--- src/lbvs_ram.sv ---
// Generic single-write, single-read RAM with registered read data.
module lbvs_ram #(
  parameter int WIDTH = 32,
  parameter int DEPTH = 64,
  localparam int AW = (DEPTH > 1) ? $clog2(DEPTH) : 1
) (
  input  logic             clk_i,
  input  logic             we_i,
  input  logic [AW-1:0]    waddr_i,
  input  logic [WIDTH-1:0] wdata_i,
  input  logic             re_i,
  input  logic [AW-1:0]    raddr_i,
  output logic [WIDTH-1:0] rdata_o
);

  logic [WIDTH-1:0] mem_q [DEPTH];
  logic [WIDTH-1:0] rdata_q;

  always_ff @(posedge clk_i) begin
    if (we_i) begin
      mem_q[waddr_i] <= wdata_i;
    end
    if (re_i) begin
      rdata_q <= mem_q[raddr_i];
    end
  end

  assign rdata_o = rdata_q;

endmodule

--- config.mk ---
export PLATFORM = sky130hd
export DESIGN_NAME = lbvs_ram
export DESIGN_NICKNAME = d
export VERILOG_FILES = /design/src/lbvs_ram.sv
export SDC_FILE = /design/constraint.sdc
export NUM_CORES = 2
export LEC_CHECK = 0
export BUFFER_PORTS_ARGS = -buffer_cell sky130_fd_sc_hd__buf_2
export CAP_MARGIN = 20
export CORE_ASPECT_RATIO = 1.75
export CORE_MARGIN = 5
export CORE_UTILIZATION = 65
export DETAILED_ROUTE_END_ITERATION = 12
export GPL_TIMING_DRIVEN = 0
export PLACE_DENSITY_LB_ADDON = 0.05
export SYNTH_ARGS = -nofsm -noshare
export SYNTH_HDL_FRONTEND = slang
export SYNTH_SLANG_ARGS = --single-unit
--- constraint.sdc ---
create_clock -name clk_i -period 6.7 [get_ports clk_i]
set_input_delay 1.34 -clock clk_i [delete_from_list [all_inputs] [get_ports clk_i]]
set_output_delay 1.34 -clock clk_i [all_outputs]
set_load 0.02 [all_outputs]
==> impl_metrics.yaml <==
status:
  status: "finished, final reports clean"
clocking:
  cts.reportedPaths.clkPinSlew_ps: 70
  insertion_delay_ps: 820
  cts.htree.levels: 4
  cts_num_sinks: 2080
  postCtsSetupBuffers: 0
  cts_made_buffers: 170
  root_buffer: "clkbuf_16"
  hold_buffers: 0
  cts_tree: "built"
  clock_path_buffers: 3
  cts_resized: 0
sta:
  rsz0062_at_grt: "false"
  finalWorstSetupSlack_ps: 1530
  skew_ps: 21.4
  tightest_slew_ps: 1260
  slew_headroom_pct: 16.0
  setup_tns_ps: 0
  drv_slew: 0
  hold_violations: 0
  fmaxAchievable_mhz: 193
  setup-violations-final: 0
  min_period_ps: 5170
  min_period_over_period_pct: 77.2
cells_and_area:
  post-route-util_pct: 74.1
  final_cells: 5466
  syn_to_final_growth_pct: 13.7
  drive_gt1_share_pct: 29.6
  fillers: 6698
  fin_nets: 3746
routing:
  wl_met3_um: 29600
  wirelength_um: 242000
  wl_per_cell_um: 44.3
  dr_total_vias: 40557
  drt-met1-wl_um: 71700
  drtIter0Drc: 6811
  postRouteAntennaNets: 0
  firstDrtPassIters: 9
  wl_met2_um: 119000
  drc: 0
  top_layer_used: "met5"
  viasPerCell: 7.42
global_routing:
  track_usage_pct: 38.1
  grt_pass1_wl_um: 327000
  gr-total-overflow: 0
  grt_max_degree: 65
  antenna_found_initial: 14
  grt_pass1_vias: 40629
logic_synthesis:
  ys_top_cells_by_count: "edfxtp_1, mux4_2, nor2_1, mux2i_1, o22ai_1"
  postSynthCellCount: 3324
  yosysSeqAreaShare_pct: 79.2
  synth-seq-cells: 2080
  async_flop_share_pct: 0
  synth.area.top_cells: "edfxtp_1, mux4_2, mux2i_1"
  synth_edf_count: 2080
  synth.most_common_cell: "edfxtp_1"
  yosys.area.top_type: "edfxtp_1"
  synthesis.area_sq_um: 78800
  ys_types: 33
  syn-num-nets: 3371
  avgSynthCellArea_sq_um: 23.7
  yosys.area.top_type_share_pct: 79.2
  yosys_most_used_dff: "edfxtp_1"
  synth_warnings: 0
floorplanning:
  ioPinCount: 79
  die_area_sq_um: 129000
  die_h_um: 471
  core_sq_um: 121000
  rows: 169
  initial_core_util_pct: 65.2
  fp.dieW_um: 273
placed_design:
  pre_cts_slack_ps: 1010
  portBuffers: 70
  dp.cells: 5119
  hpwl_um: 157000
  finalWeightedCongestion: 0.921
setup_path:
  arrival_ps: 5690
  critPathMaxFanout: 10
  cp-start-kind: "input pin"
  crit_type: "input pin to register"
  worst_setup_path_end_kind: "register"
  worstPathRequired_ps: 7220
job:
  maxCapViolCount: 0
power:
  p_leak_uw: 0.0279
  power.density_nw_per_um2: 288
  ir_drop_mv: 0.272
  finalPower_uw: 25800
hold_path:
  worstHoldPathType: "input pin to register"
-- cell type report --
class                      instances  area, sq um  share of cell area (%)
sequential                      2080        62500                    69.7
buffer                           182          886                   0.988
clock buffer                     222         4600                    5.13
clock inverter                    85          738                   0.823
multi-input combinational       1062        16000                    17.8
antenna                            8         20.0                  0.0223
timing repair buffer             203         2960                    3.30
tap                             1624         2030                    2.27
-- power by group --
group | switching [uW] | total [uW] | internal (uW)
clock network | 4520 | 9830 | 5310
registers | 29.4 | 14500 | 14400
logic | 1030 | 1560 | 532
total | 5580 | 25800 | 20300
-- worst max-delay path, cell delays in order --
cell and delay (ps):
buf_2 330, buf_2 450, buf_2 450, clkbuf_1 690, buf_2 630, mux2i_1 630, a21oi_1 210, a21oi_1 760
nor2_1 170
-- through the flow --
| step | hold slack, ps | area (sq um) |
|---|---|---|
| detailed placement | 1010 | 83700 |
| global placement | 1020 | 81200 |
| CTS | 1010 | 89000 |
| finish | 844 | 89700 |
| floorplan | 750 | 78800 |
| global route | 835 | 89600 |
-- metal layers --
layer | up-vias | global-route usage [%]
li1 | 15022 | -
met1 | 21060 | 46.3
met2 | 3538 | 61.4
met3 | 931 | 10.1
met4 | 6 | 24.4
met5 | - | 0
-- path summary, 6_finish.rpt --
| kind | cells past startpoint | endpoint | from | slack (ps) |
|---|---|---|---|---|
| max | 9 | rdata_o[16]$_DFFE_PP_ | raddr_i[1] | 1530 |
| min | 1 | mem_q[43][28]$_DFFE_PP_ | wdata_i[28] | 840 |
| max reg2reg | 5 | rdata_o[16]$_DFFE_PP_ | mem_q[47][16]$_DFFE_PP_ | 3910 |
| min reg2reg | 5 | rdata_o[27]$_DFFE_PP_ | mem_q[36][27]$_DFFE_PP_ | 1040 |
-- cells by family (layout without fill, tap and decap cells) --
group / Yosys count / count (layout) / share of synthesized area, %
DFF: 2080 / 2080 / 79.2
muxes: 637 / 637 / 16.7
and+or+nand+nor: 223 / 223 / 1.26
AOI/OAI and AO/OA: 202 / 202 / 1.67
buffers and inverters: 182 / 692 / 1.12
other: 0 / 8 / 0
-- cells in the final DEF (no fill, tap or decap), types with 31 or more instances in the layout --
| cell | netlist | final |
|---|---|---|
| buf_12 | 0 | 80 |
| buf_2 | 57 | 127 |
| nor2_4 | 0 | 62 |
| mux2i_1 | 93 | 93 |
| nor2_1 | 137 | 75 |
| edfxtp_1 | 2080 | 2080 |
| mux4_2 | 544 | 544 |
| clkbuf_1 | 74 | 119 |
| clkinv_1 | 0 | 31 |
| a21oi_1 | 62 | 62 |
| clkbuf_16 | 0 | 177 |
| o22ai_1 | 84 | 84 |
-- registers in the layout, indices dropped and copies added (netlist names) --
register  count
mem_q      2048
rdata_o      32
(Power assumes the default switching activity.)
